File: src/hw/rtl/dglcd_pkg.sv
`default_nettype none
package dglcd_pkg;

  localparam int COLUMNS    = 64;
  localparam int PAGES      = 8;
  localparam int HALF_CELLS = PAGES * COLUMNS;
  localparam int RAM_DEPTH  = 2 * HALF_CELLS;
  localparam int COL_W      = (COLUMNS > 1) ? $clog2(COLUMNS) : 1;
  localparam int PAGE_W     = (PAGES > 1) ? $clog2(PAGES) : 1;
  localparam int ADDR_W     = $clog2(RAM_DEPTH);

  localparam logic [1:0] MODE_CMD  = 2'd0;
  localparam logic [1:0] MODE_DWR  = 2'd1;
  localparam logic [1:0] MODE_STAT = 2'd2;
  localparam logic [1:0] MODE_DRD  = 2'd3;

  localparam logic [1:0] CS_LEFT  = 2'd1;
  localparam logic [1:0] CS_RIGHT = 2'd2;

  localparam logic [7:0] CMD_ONOFF  = 8'h3E;
  localparam logic [7:0] CMD_COLUMN = 8'h40;
  localparam logic [7:0] CMD_PAGE   = 8'hB8;
  localparam logic [7:0] CMD_START  = 8'hC0;
  localparam logic [7:0] MASK_ONOFF = 8'hFE;
  localparam logic [7:0] MASK_PAGE  = 8'hF8;
  localparam logic [7:0] MASK_TOP2  = 8'hC0;
  localparam logic [7:0] ST_BUSY    = 8'h80;
  localparam logic [7:0] ST_OFF     = 8'h20;
  localparam logic [7:0] ST_RESET   = 8'h10;

  typedef struct packed {
    logic [1:0] mode;
    logic [1:0] chip_select;
    logic [7:0] data_in;
  } in_item_t;

  typedef struct packed {
    logic [7:0] read_data;
    logic       left_on;
    logic       right_on;
    logic [5:0] left_start;
    logic [5:0] right_start;
  } out_item_t;

  typedef struct packed {
    logic clear;
    logic exec;
    logic latch_load;
  } dp_cmd_t;

  typedef struct packed {
    logic clear_last;
    logic rd_item;
  } dp_stat_t;

  function automatic logic [COL_W-1:0] col_mod(input logic [5:0] v);
    logic [6:0] r;
    r = {1'b0, v};
    for (int i = 0; i < 8; i++) begin
      if (r >= 7'(COLUMNS)) r = r - 7'(COLUMNS);
    end
    return r[COL_W-1:0];
  endfunction

  function automatic logic [PAGE_W-1:0] page_mod(input logic [2:0] v);
    logic [3:0] r;
    r = {1'b0, v};
    for (int i = 0; i < 8; i++) begin
      if (r >= 4'(PAGES)) r = r - 4'(PAGES);
    end
    return r[PAGE_W-1:0];
  endfunction

endpackage
`default_nettype wire

File: src/hw/rtl/dglcd_ctrl.sv
`default_nettype none
module dglcd_ctrl (
  input  wire logic               clk,
  input  wire logic               rst_n,
  input  wire logic               start,
  input  wire dglcd_pkg::dp_stat_t stat,
  output logic                    busy,
  output dglcd_pkg::dp_cmd_t      cmd
);

  typedef enum logic [1:0] {
    ST_CLEAR,
    ST_IDLE,
    ST_LATCH
  } state_t;

  state_t state_r, state_nxt;

  always_comb begin
    state_nxt = state_r;
    case (state_r)
      ST_CLEAR: if (stat.clear_last) state_nxt = ST_IDLE;
      ST_IDLE:  if (start && stat.rd_item) state_nxt = ST_LATCH;
      ST_LATCH: state_nxt = ST_IDLE;
      default:  state_nxt = ST_CLEAR;
    endcase
  end

  always_ff @(posedge clk) begin
    if (!rst_n) begin
      state_r <= ST_CLEAR;
    end else begin
      state_r <= state_nxt;
    end
  end

  assign busy           = (state_r != ST_IDLE);
  assign cmd.clear      = (state_r == ST_CLEAR);
  assign cmd.exec       = (state_r == ST_IDLE) && start;
  assign cmd.latch_load = (state_r == ST_LATCH);

endmodule
`default_nettype wire

File: config.mk
export PLATFORM = sky130hd
export DESIGN_NAME = dglcd_ctrl
export DESIGN_NICKNAME = d
export VERILOG_FILES = /design/src/hw/rtl/dglcd_pkg.sv /design/src/hw/rtl/dglcd_ctrl.sv
export SDC_FILE = /design/constraint.sdc
export NUM_CORES = 1
export LEC_CHECK = 0
export BUFFER_PORTS_ARGS = -buffer_cell sky130_fd_sc_hd__buf_2
export CORE_AREA = 2 2 39 41
export CTS_CLUSTER_SIZE = 28
export DETAILED_ROUTE_END_ITERATION = 10
export DIE_AREA = 0 0 41 43
export GPL_TIMING_DRIVEN = 0
export PLACE_DENSITY = 0.3
export SLEW_MARGIN = 20
export SYNTH_ARGS = -nofsm -noshare
export SYNTH_HDL_FRONTEND = slang
export SYNTH_SLANG_ARGS = --single-unit
File: constraint.sdc
create_clock -name clk -period 1.8 [get_ports clk]
set_input_delay 0.18 -clock clk [delete_from_list [all_inputs] [get_ports clk]]
set_output_delay 0.18 -clock clk [all_outputs]
set_load 0.005 [all_outputs]
Word-level counts from Yosys, hierarchy flattened:

Index checks and enable logic that the tools add are counted.

* input bits: 5
* register bits: 2
* output and inout bits: 4

* muxes and demuxes: 3
* reduce and logical (&&, ||, !) cells: 4
* equal/unequal tests: 5

Operators with widths (number)
* case mux 2 bit (3 select lines): 1
* two-way mux 2 bit: 2
* inequality test 2 bit (second input constant): 2
* == test 2 x 1 -> 1 bit (second input constant): 1
* == test 2 bit (second input constant): 1
* logical AND 1 bit: 2
* logical NOT 2 bit: 1
* inequality test 2 x 1 -> 1 bit (second input constant): 1
* AND reduction 2 bit: 1

Logic depth before layout (Yosys ltp):

Gate-level depths: netlist of the first run.

* depth in word-level cells: 3
* gate-level depth with buffers: 2
* gate-level depth less buffers: 2

Least setup slack after synthesis of the first run:

No wires, ideal clock.

* path type: register to output
* from: register state_r[1]
* to: output port cmd[1] (netlist name)
* cell stages (with the launch flop): 3
* path buffers: 0
* data required time: 1.620 ns
* data arrival time: 0.607 ns
* path slack: 1.013 ns
* cells stage by stage: dfxtp_1 nand2b_1 nor2_1

RTL lines
* start: declaration: RTL line dglcd_ctrl.sv:17 `state_t state_r, state_nxt;`
* start signal: assignment: RTL line dglcd_ctrl.sv:33 `state_r <= state_nxt;`
* end: declaration: RTL line dglcd_ctrl.sv:8 `output dglcd_pkg::dp_cmd_t cmd`

==> results of run 1 <==
path summary, 6_finish.rpt:
check	startpoint	end	slack, ps
setup reg to reg	state_r[0]	state_r[0]	1040
hold reg to reg	state_r[0]	state_r[0]	500
setup / recovery	state_r[1]	cmd[1]	660
hold / removal	stat[0]	state_r[1]	200
cell usage after synthesis:
master    instances
nor2_1            3
nor2b_1           1
dfxtp_1           2
nand3_1           1
a21oi_1           1
a21o_1            1
nand2b_1          1
inv_1             1
o31ai_1           1
power by group through the flow:
stage	logic, mW	clock network (mW)	registers (mW)
6_report	0.0205	0.0983	0.0498
3_5_place_dp	0.0211	0	0.0504
2_1_floorplan	0.00855	0	0.0499
4_1_cts	0.0212	0.107	0.0498
5_1_grt	0.0237	0.105	0.0505
3_3_place_gp	0.0203	0	0.0502
area by class of cell:
type	count	area, um^2	share of cell area
Timing Repair Buffer	8	40.04	0.2286
Tap cell	16	20.02	0.1143
Sequential cell	2	40.04	0.2286
Multi-Input combinational cell	9	48.80	0.2786
Inverter	1	3.754	0.02143
Clock buffer	3	22.52	0.1286
kinds of logic (layout without fill, tap and decap cells):
| kind of cell | after synthesis | count (layout) | share of synthesized area |
|---|---|---|---|
| buf+inv | 1 | 12 | 0.04050 |
| simple gates | 6 | 6 | 0.3108 |
| compound gates | 3 | 3 | 0.2162 |
| flops | 2 | 2 | 0.4324 |
layer usage:
metal,wire (um),vias to the layer above
met4,6,0
met1,151,47
met2,106,9
met3,59,2
met5,0,-
li1,-,63
per-stage QoR:
step | hold slack, ps | area, um^2 | cells
after floorplan | 305.9 | 92.59 | 12
after CTS | 197.0 | 175.2 | 39
after global routing | 223.2 | 175.2 | 39
final | 204.5 | 175.2 | 39
after detailed placement | 438.1 | 152.6 | 36
after global placement | 434.5 | 152.6 | 36
worst reg2reg max path, cell delays in order, from the launching register on:
cell     delay (ps)
dfxtp_1         330
o31ai_1         250
a21oi_1          60
==> impl_results.md, run 1 <==
* DP Worst Slack at 885.4 ps
* Hold-critical path depth at 3
* Worst Slack Setup Final at 664.9 ps
* Die Span Y at 43 um
* Routed Wire Length at 324 um
* P_int at 0.1316 mW
* CTS clk-pin slew, worst paths at 30 ps
* Worst EP arrival at 960 ps
* Router iterations before antenna repair at 5
* Fill cells at 158
* CTS Buf Count at 3
* Commonest non-fill, non-tap cell in the layout: buf_2
* Mapped Cells at 12
* Core footprint at 0.001384 mm^2
* Setup TNS Final at 0 ps
* Hold Vio Cnt, Final at 0
* Starting Density at 0.06691
* CTS tree: yes
* Number of max-cap violations at 0
* Max stage delay on crit path at 320 ps
* Max FO, Critical Path at 5
* Largest net degree at the start of global routing at 6
* Width of the die at 41 um
* Iter 0 DRT Violations at 3
* Count of cell types in the netlist at 9
* Layout cells sized above 1 at 0.4783
* Period minus WS final at 1135 ps
* Total grt overflow at 0
* Layout area overhead at 89.19%
* Met1 usage at 0.06051
* Warning count from the yosys run at 0
* CP Depth at 3
* CTS root buf: clkbuf_4
* CP top delay family: flip-flops
* Antenna Cells at 0
* Syn Area/Cell at 7.716 um^2
* Gpl congestion at 0.5116
* Sequential share of power at 0.296
* Status: completed
* Critical Path Source Type: flop
* DR vias/cell at 3.103
* Biggest regs: state_r x2
* NetSw at 0.03707 mW
* Worst Max-Slew Pin Slew at 202.1 ps
* Top-area cell type share of the netlist area at 0.4324
* Highest-count cells in the layout ignoring fill and taps: buf_2, nor2_1, clkbuf_4
* Largest reg by FF count: state_r
* Clock share of power at 0.583
* Maximum vdd ir drop at 0.1169 mV
* Vias at 121
* GRT Util Overall at 0.05105
* Kind of critical path: flop to output port
* Final core occ at 0.1266
* Worst-Skew Late Latency at 220 ps
* Htree depth at 1
* Area leader, netlist: dfxtp_1
* GRT met2 Usage at 0.04375
* Ports at 9
* Routed len/inst at 8.308 um
* CTS hold repair buffers at 0
* Max reg flops at 2
* Vias in the first global route at 129
* Global routing usage on met3 at 0.03141
* Max Buffers Root-to-Sink at 2
* Required time of the critical path at 1620 ps
* Routed Antenna Nets at 0
* Fin Clk Skew at 1.966 ps
* Syn nets at 17
* Cell Area, Synth at 92.59 um^2
* Sw Share at 0.2198
* Port buffer count at 8
* Rows at 14
* Share of the yosys chip area belonging to registers at 0.4324
* Setup crit end kind: output port
* Post-CTS Resized at 0
* RSZ-0062 raised after global routing: no
* Worst path bufs/invs at 1
* Finish-stage setup viols at 0
* Max Slew Vio Count at 0
* FF+latch count, synth at 2
* Final worst path period share at 0.6306
* Final nets at 30
* Slowest CP cell: dfxtp_1
* Post-CTS setup buffer count at 0
* Initial antenna violation count at 0
* DRC at 0
* Clock Sinks at 2
* GR peak layer: met4
* Max Clock Freq at 0.8810 GHz
* FF-to-FF path depth at 2
* Combinational share of power at 0.122
* DP HPWL at 255.3 um
* PD cells at 962.7 mW/mm^2
* Pwr Total at 0.1686 mW
* Total die area at 0.001763 mm^2
* Min-Delay Path Class: input pin to flop
* Slew headroom at 0.8641
* First-pass GRT wire length at 510 um
* Static leakage at 0.09297 nW
* Crit-path cells: nand2b_1, nor2_1, buf_2
* Synth area leaders: dfxtp_1, nor2_1, a21o_1
Power figures use the tool's default switching activity.
==> run 2: changes to the inputs <==
- clock period: 1.8 -> 1 ns (I/O delays scaled with it)
==> run 2 against run 1 <==
Effect of this change: cell count unchanged; register-to-register slack got worse by 810 ps; wire length increased by 1.9%; clock-buffer cell count unchanged; total power increased by 86%; worst setup slack got worse by 650 ps; worst hold slack got worse by 84 ps; sequential share of layout area decreased by 0.78 points; critical path depth unchanged; sequential power increased by 86%; critical path type unchanged; highest routed layer unchanged.
==> impl_results.md, run 2 (synthesis gave the netlist of run 1 again) <==
* Status: completed (unchanged)
* GRT Util Overall at 0.05205 (was 0.05105)
* Flop2flop setup slack at 230 ps (was 1040 ps)
* Kind of critical path: flop to output port (unchanged)
* PD cells at 1626 mW/mm^2 (was 962.7 mW/mm^2)
* Final nets at 30 (unchanged)
* Max FO, Critical Path at 5 (unchanged)
* Hold Vio Cnt, Final at 0 (unchanged)
* Multi-input gate area in the final layout at 63.81 um^2 (was 48.80 um^2)
* CP top delay family: flip-flops (unchanged)
* CTS clk-pin slew, worst paths at 30 ps (about the same)
* P_int at 0.2417 mW (was 0.1316 mW)
* Highest-count cells in the layout ignoring fill and taps: buf_2, clkbuf_4, nor2_1, dfxtp_2 (was buf_2, nor2_1, clkbuf_4)
* Worst path bufs/invs at 1 (unchanged)
* Final core occ at 0.1392 (was 0.1266)
* Rows at 14 (unchanged)
* CTS tree: yes (unchanged)
* RSZ-0062 raised after global routing: yes (was no)
* Total grt overflow at 0 (unchanged)
* Commonest non-fill, non-tap cell in the layout: buf_2 (unchanged)
* Min-Delay Path Class: input pin to flop (unchanged)
* Hold-critical path depth at 3 (unchanged)
* Routed Wire Length at 330 um (was 324 um)
* CTS Buf Count at 3 (unchanged)
* Sequential share of power at 0.295 (was 0.296)
* Finish-stage setup viols at 0 (unchanged)
* Sw Share at 0.2288 (was 0.2198)
* CTS root buf: clkbuf_4 (unchanged)
* Initial antenna violation count at 0 (unchanged)
* Fill cells at 152 (was 158)
* Port buffer count at 8 (unchanged)
* Vias in the first global route at 129 (unchanged)
* Antenna Cells at 0 (unchanged)
* Slowest CP cell: dfxtp_2 (was dfxtp_1)
* Htree depth at 1 (unchanged)
* Worst Slack Setup Final at 13.15 ps (was 664.9 ps)
* Required time of the critical path at 900 ps (was 1620 ps)
* Routed Antenna Nets at 0 (unchanged)
* Fin Clk Skew at 2.193 ps (was 1.966 ps)
* DP Worst Slack at 165.4 ps (was 885.4 ps)
* First-pass GRT wire length at 517 um (was 510 um)
* Max Clock Freq at 1.013 GHz
* Core footprint at 0.001384 mm^2 (unchanged)
* Max Slew Vio Count at 0 (unchanged)
* CP Depth at 3 (unchanged)
* Max reg flops at 2 (unchanged)
* Layout cells sized above 1 at 0.6522 (was 0.4783)
* Worst EP arrival at 890 ps (was 960 ps)
* Gpl congestion at 0.5116 (unchanged)
* DR vias/cell at 3.077 (was 3.103)
* DRC at 0 (unchanged)
* Crit-path cells: nand2b_4, nor2_4, buf_2 (was nand2b_1, nor2_1, buf_2)
* Placed insts at 36 (unchanged)
* Clock share of power at 0.564 (was 0.583)
* Routed len/inst at 8.462 um (was 8.308 um)
* Placed Area at 152.6 um^2 (unchanged)
* Period minus WS final at 986.9 ps
* Biggest regs: state_r x2 (unchanged)
* Starting Density at 0.06691 (unchanged)
* NetSw at 0.07169 mW (was 0.03707 mW)
* Post-CTS setup buffer count at 0 (unchanged)
* Number of max-cap violations at 0 (unchanged)
* Width of the die at 41 um (unchanged)
* Critical Path Source Type: flop (unchanged)
* FF-to-FF path depth at 2 (unchanged)
* Ports at 9 (unchanged)
* Slew headroom at 0.8641 (about the same)
* Worst-Skew Late Latency at 220 ps (about the same)
* Clock Sinks at 2 (unchanged)
* Max Buffers Root-to-Sink at 2 (unchanged)
* Worst Max-Slew Pin Slew at 202.1 ps (about the same)
* Non-Filler Instances at 39 (unchanged)
* Total die area at 0.001763 mm^2 (unchanged)
* Die Span Y at 43 um (unchanged)
* Layout area overhead at 108.1% (was 89.19%)
* Setup crit end kind: output port (unchanged)
* Combinational share of power at 0.141 (was 0.122)
* Maximum vdd ir drop at 0.2292 mV (was 0.1169 mV)
* Final worst path period share at 0.9869
* CTS hold repair buffers at 0 (unchanged)
* Router iterations before antenna repair at 4 (was 5)
* Largest net degree at the start of global routing at 6 (unchanged)
* Design area at 192.7 um^2 (was 175.2 um^2)
* Vias at 120 (was 121)
* Iter 0 DRT Violations at 3 (unchanged)
* DP HPWL at 255.3 um (unchanged)
* Largest reg by FF count: state_r (unchanged)
* Sequential Area at 42.54 um^2 (was 40.04 um^2)
* Max stage delay on crit path at 320 ps (about the same)
* Static leakage at 0.09554 nW (was 0.09297 nW)
run 2: cell counts in the layout (fill, tap and decap cells not counted):
No cell type changed its count.
run 2: layout make-up:
type | count | share of cell area
flip-flops and latches | 2 | 0.2208
inverters | 1 | 0.01948
well taps | 16 | 0.1039
multi-input cells | 9 | 0.3312
repair buffers | 8 | 0.2078
clock buffers | 3 | 0.1169
run 2: layer usage:
metal,vias up,GRT usage,share of wire
li1,62,-,-
met1,45,0.06369,0.46
met2,11,0.04375,0.33
met3,2,0.03141,0.19
met4,0,0.08000,0.018
met5,-,0,0
run 2: stage by stage:
step	power (mW)	hold slack (ps)	TNS (ps)
after global placement	0.1269	354.5	0
final	0.3134	120.1	0
after CTS	0.3278	109.6	-34.20
after detailed placement	0.1288	358.1	0
after floorplan	0.1052	225.9	0
after global routing	0.3332	135.8	-24.31
run 2: path summary, 6_finish.rpt:
kind                   start          to
setup / recovery  state_r[1]      cmd[1]
hold / removal       stat[0]  state_r[1]
setup reg to reg  state_r[0]  state_r[0]
hold reg to reg   state_r[0]  state_r[0]
run 2: tightest hold or removal path, stage by stage:
cell     delay, ps
buf_2          110
nand3_1         60
nor2_1          40
run 2: what timing repair did:
item	4_1_cts	5_1_grt
cloned	0	0
pin swaps	1	1
gates resized for setup	4	1
endpoints found under the setup margin	1	1
run 2: power by group through the flow:
stage               Sequential (mW)  Combinational [mW]  Clock, mW
finish                       0.0926              0.0442      0.177
global route                 0.0937              0.0499      0.190
CTS                          0.0927              0.0424      0.193
detailed placement           0.0908              0.0380          0
global placement             0.0904              0.0365          0
floorplan                    0.0898              0.0154          0
==> run 3: changes to the inputs <==
- CTS_BUF_LIST: not set -> sky130_fd_sc_hd__clkbuf_8
==> run 3 against run 2 <==
Effect of this change: wire length increased by 1.5%; highest routed layer unchanged; global-route usage increased by 0.10 points; sequential power about the same; cell count unchanged.
==> impl_results.md, run 3 (synthesis gave the netlist of run 1 again) <==
* Worst EP arrival at 880 ps (was 890 ps)
* Max Buffers Root-to-Sink at 2 (unchanged)
* Hold Vio Cnt, Final at 0 (unchanged)
* Starting Density at 0.06691 (unchanged)
* Routed Antenna Nets at 0 (unchanged)
* Worst path bufs/invs at 1 (unchanged)
* Max Clock Freq at 1.025 GHz (was 1.013 GHz)
* CTS hold repair buffers at 0 (unchanged)
* Static leakage at 0.1033 nW (was 0.09554 nW)
* Routed Wire Length at 335 um (was 330 um)
* Slew headroom at 0.8648 (was 0.8641)
* Gpl congestion at 0.5116 (unchanged)
* Worst-Skew Late Latency at 210 ps (was 220 ps)
* Vias at 129 (was 120)
* Initial antenna violation count at 0 (unchanged)
* Highest-count cells in the layout ignoring fill and taps: buf_2, clkbuf_8, nor2_1, dfxtp_2 (was buf_2, clkbuf_4, nor2_1, dfxtp_2)
* Finish-stage setup viols at 0 (unchanged)
* DP HPWL at 255.3 um (unchanged)
* Min-Delay Path Class: input pin to flop (unchanged)
* Number of max-cap violations at 0 (unchanged)
* Kind of critical path: flop to output port (unchanged)
* Htree depth at 1 (unchanged)
* Design area at 211.5 um^2 (was 192.7 um^2)
* Die Span Y at 43 um (unchanged)
* Maximum vdd ir drop at 0.3434 mV (was 0.2292 mV)
* CTS clk-pin slew, worst paths at 30 ps (about the same)
* Slowest CP cell: dfxtp_2 (unchanged)
* Critical Path Source Type: flop (unchanged)
* Final nets at 30 (unchanged)
* Ports at 9 (unchanged)
* Width of the die at 41 um (unchanged)
* Routed len/inst at 8.590 um (was 8.462 um)
* Total grt overflow at 0 (unchanged)
* Final worst path period share at 0.9753 (was 0.9869)
* Max stage delay on crit path at 320 ps (about the same)
* Vias in the first global route at 129 (unchanged)
* Crit-path cells: nand2b_4, nor2_4, buf_2 (unchanged)
* Max reg flops at 2 (unchanged)
* Largest reg by FF count: state_r (unchanged)
* Largest net degree at the start of global routing at 6 (unchanged)
* Max FO, Critical Path at 5 (unchanged)
* Total die area at 0.001763 mm^2 (unchanged)
* Max Slew Vio Count at 0 (unchanged)
* Fin Clk Skew at 2.072 ps (was 2.193 ps)
* Hold_ws at 133.7 ps (was 120.1 ps)
* CTS root buf: clkbuf_8 (was clkbuf_4)
* CTS tree: yes (unchanged)
* DR vias/cell at 3.308 (was 3.077)
* RSZ-0062 raised after global routing: yes (unchanged)
* DRC at 0 (unchanged)
* Clock Sinks at 2 (unchanged)
* Layout cells sized above 1 at 0.6522 (unchanged)
* Worst Max-Slew Pin Slew at 201.2 ps (was 202.1 ps)
* GRT Util Overall at 0.05305 (was 0.05205)
* CTS Buf Count at 3 (unchanged)
* Router iterations before antenna repair at 4 (unchanged)
* Commonest non-fill, non-tap cell in the layout: buf_2 (unchanged)
* Port buffer count at 8 (unchanged)
* Required time of the critical path at 900 ps (about the same)
* DP Worst Slack at 165.4 ps (unchanged)
* PD cells at 2146 mW/mm^2 (was 1626 mW/mm^2)
* Iter 0 DRT Violations at 3 (unchanged)
* Post-CTS setup buffer count at 0 (unchanged)
* Worst Slack Setup Final at 24.73 ps (was 13.15 ps)
* Setup crit end kind: output port (unchanged)
* Layout area overhead at 128.4% (was 108.1%)
* Status: completed (unchanged)
* Period minus WS final at 975.3 ps (was 986.9 ps)
* Flop2flop setup slack at 230 ps (about the same)
* Antenna Cells at 0 (unchanged)
* First-pass GRT wire length at 531 um (was 517 um)
* Rows at 14 (unchanged)
* Placed Area at 152.6 um^2 (unchanged)
* Core footprint at 0.001384 mm^2 (unchanged)
* CP top delay family: flip-flops (unchanged)
* Biggest regs: state_r x2 (unchanged)
-- run 3: layout make-up --
type / count / area [um^2]
Fill cell: 150 / 1172
Multi-Input combinational cell: 9 / 63.81
Sequential cell: 2 / 42.54
Clock buffer: 3 / 41.29
Timing Repair Buffer: 8 / 40.04
Tap cell: 16 / 20.02
Inverter: 1 / 3.754
-- run 3: per-stage QoR --
step                  util  setup TNS [ps]  instances  total power [mW]
CTS                 0.1492          -10.96         39            0.4599
floorplan                -               0         12            0.1052
global placement    0.1103               0         36            0.1269
global route        0.1528          -7.263         39            0.4720
finish              0.1528               0         39            0.4539
detailed placement  0.1103               0         36            0.1288
-- run 3: report_power, final --
| part | switching [mW] | internal, mW |
|---|---|---|
| sequential | 0.00676 | 0.0859 |
| clock | 0.0627 | 0.254 |
| combinational | 0.0205 | 0.0235 |
-- run 3: path summary, 6_finish.rpt --
path	from	endpoint	cells past startpoint
hold reg to reg	state_r[0]	state_r[0]	1
hold / removal	stat[0]	state_r[1]	3
setup / recovery	state_r[1]	cmd[1]	3
setup reg to reg	state_r[0]	state_r[0]	2
-- run 3: worst reg2reg max path, cell delays in order (launching register included) --
cell	delay, ps
dfxtp_2	340
o31ai_1	250
a21oi_1	60
-- run 3: routing by layer --
| layer | global-route usage | routed length [um] | up-vias |
|---|---|---|---|
| li1 | - | - | 62 |
| met3 | 0.03141 | 72 | 4 |
| met5 | 0 | 0 | - |
| met1 | 0.06688 | 149 | 48 |
| met2 | 0.04375 | 91 | 15 |
| met4 | 0.08000 | 22 | 0 |
-- run 3: what timing repair did --
action,CTS,global route
pin swaps,1,1
gates resized for setup,4,1
gates cloned,0,0
setup endpoints to repair,1,1
endpoints found under the hold margin,0,0
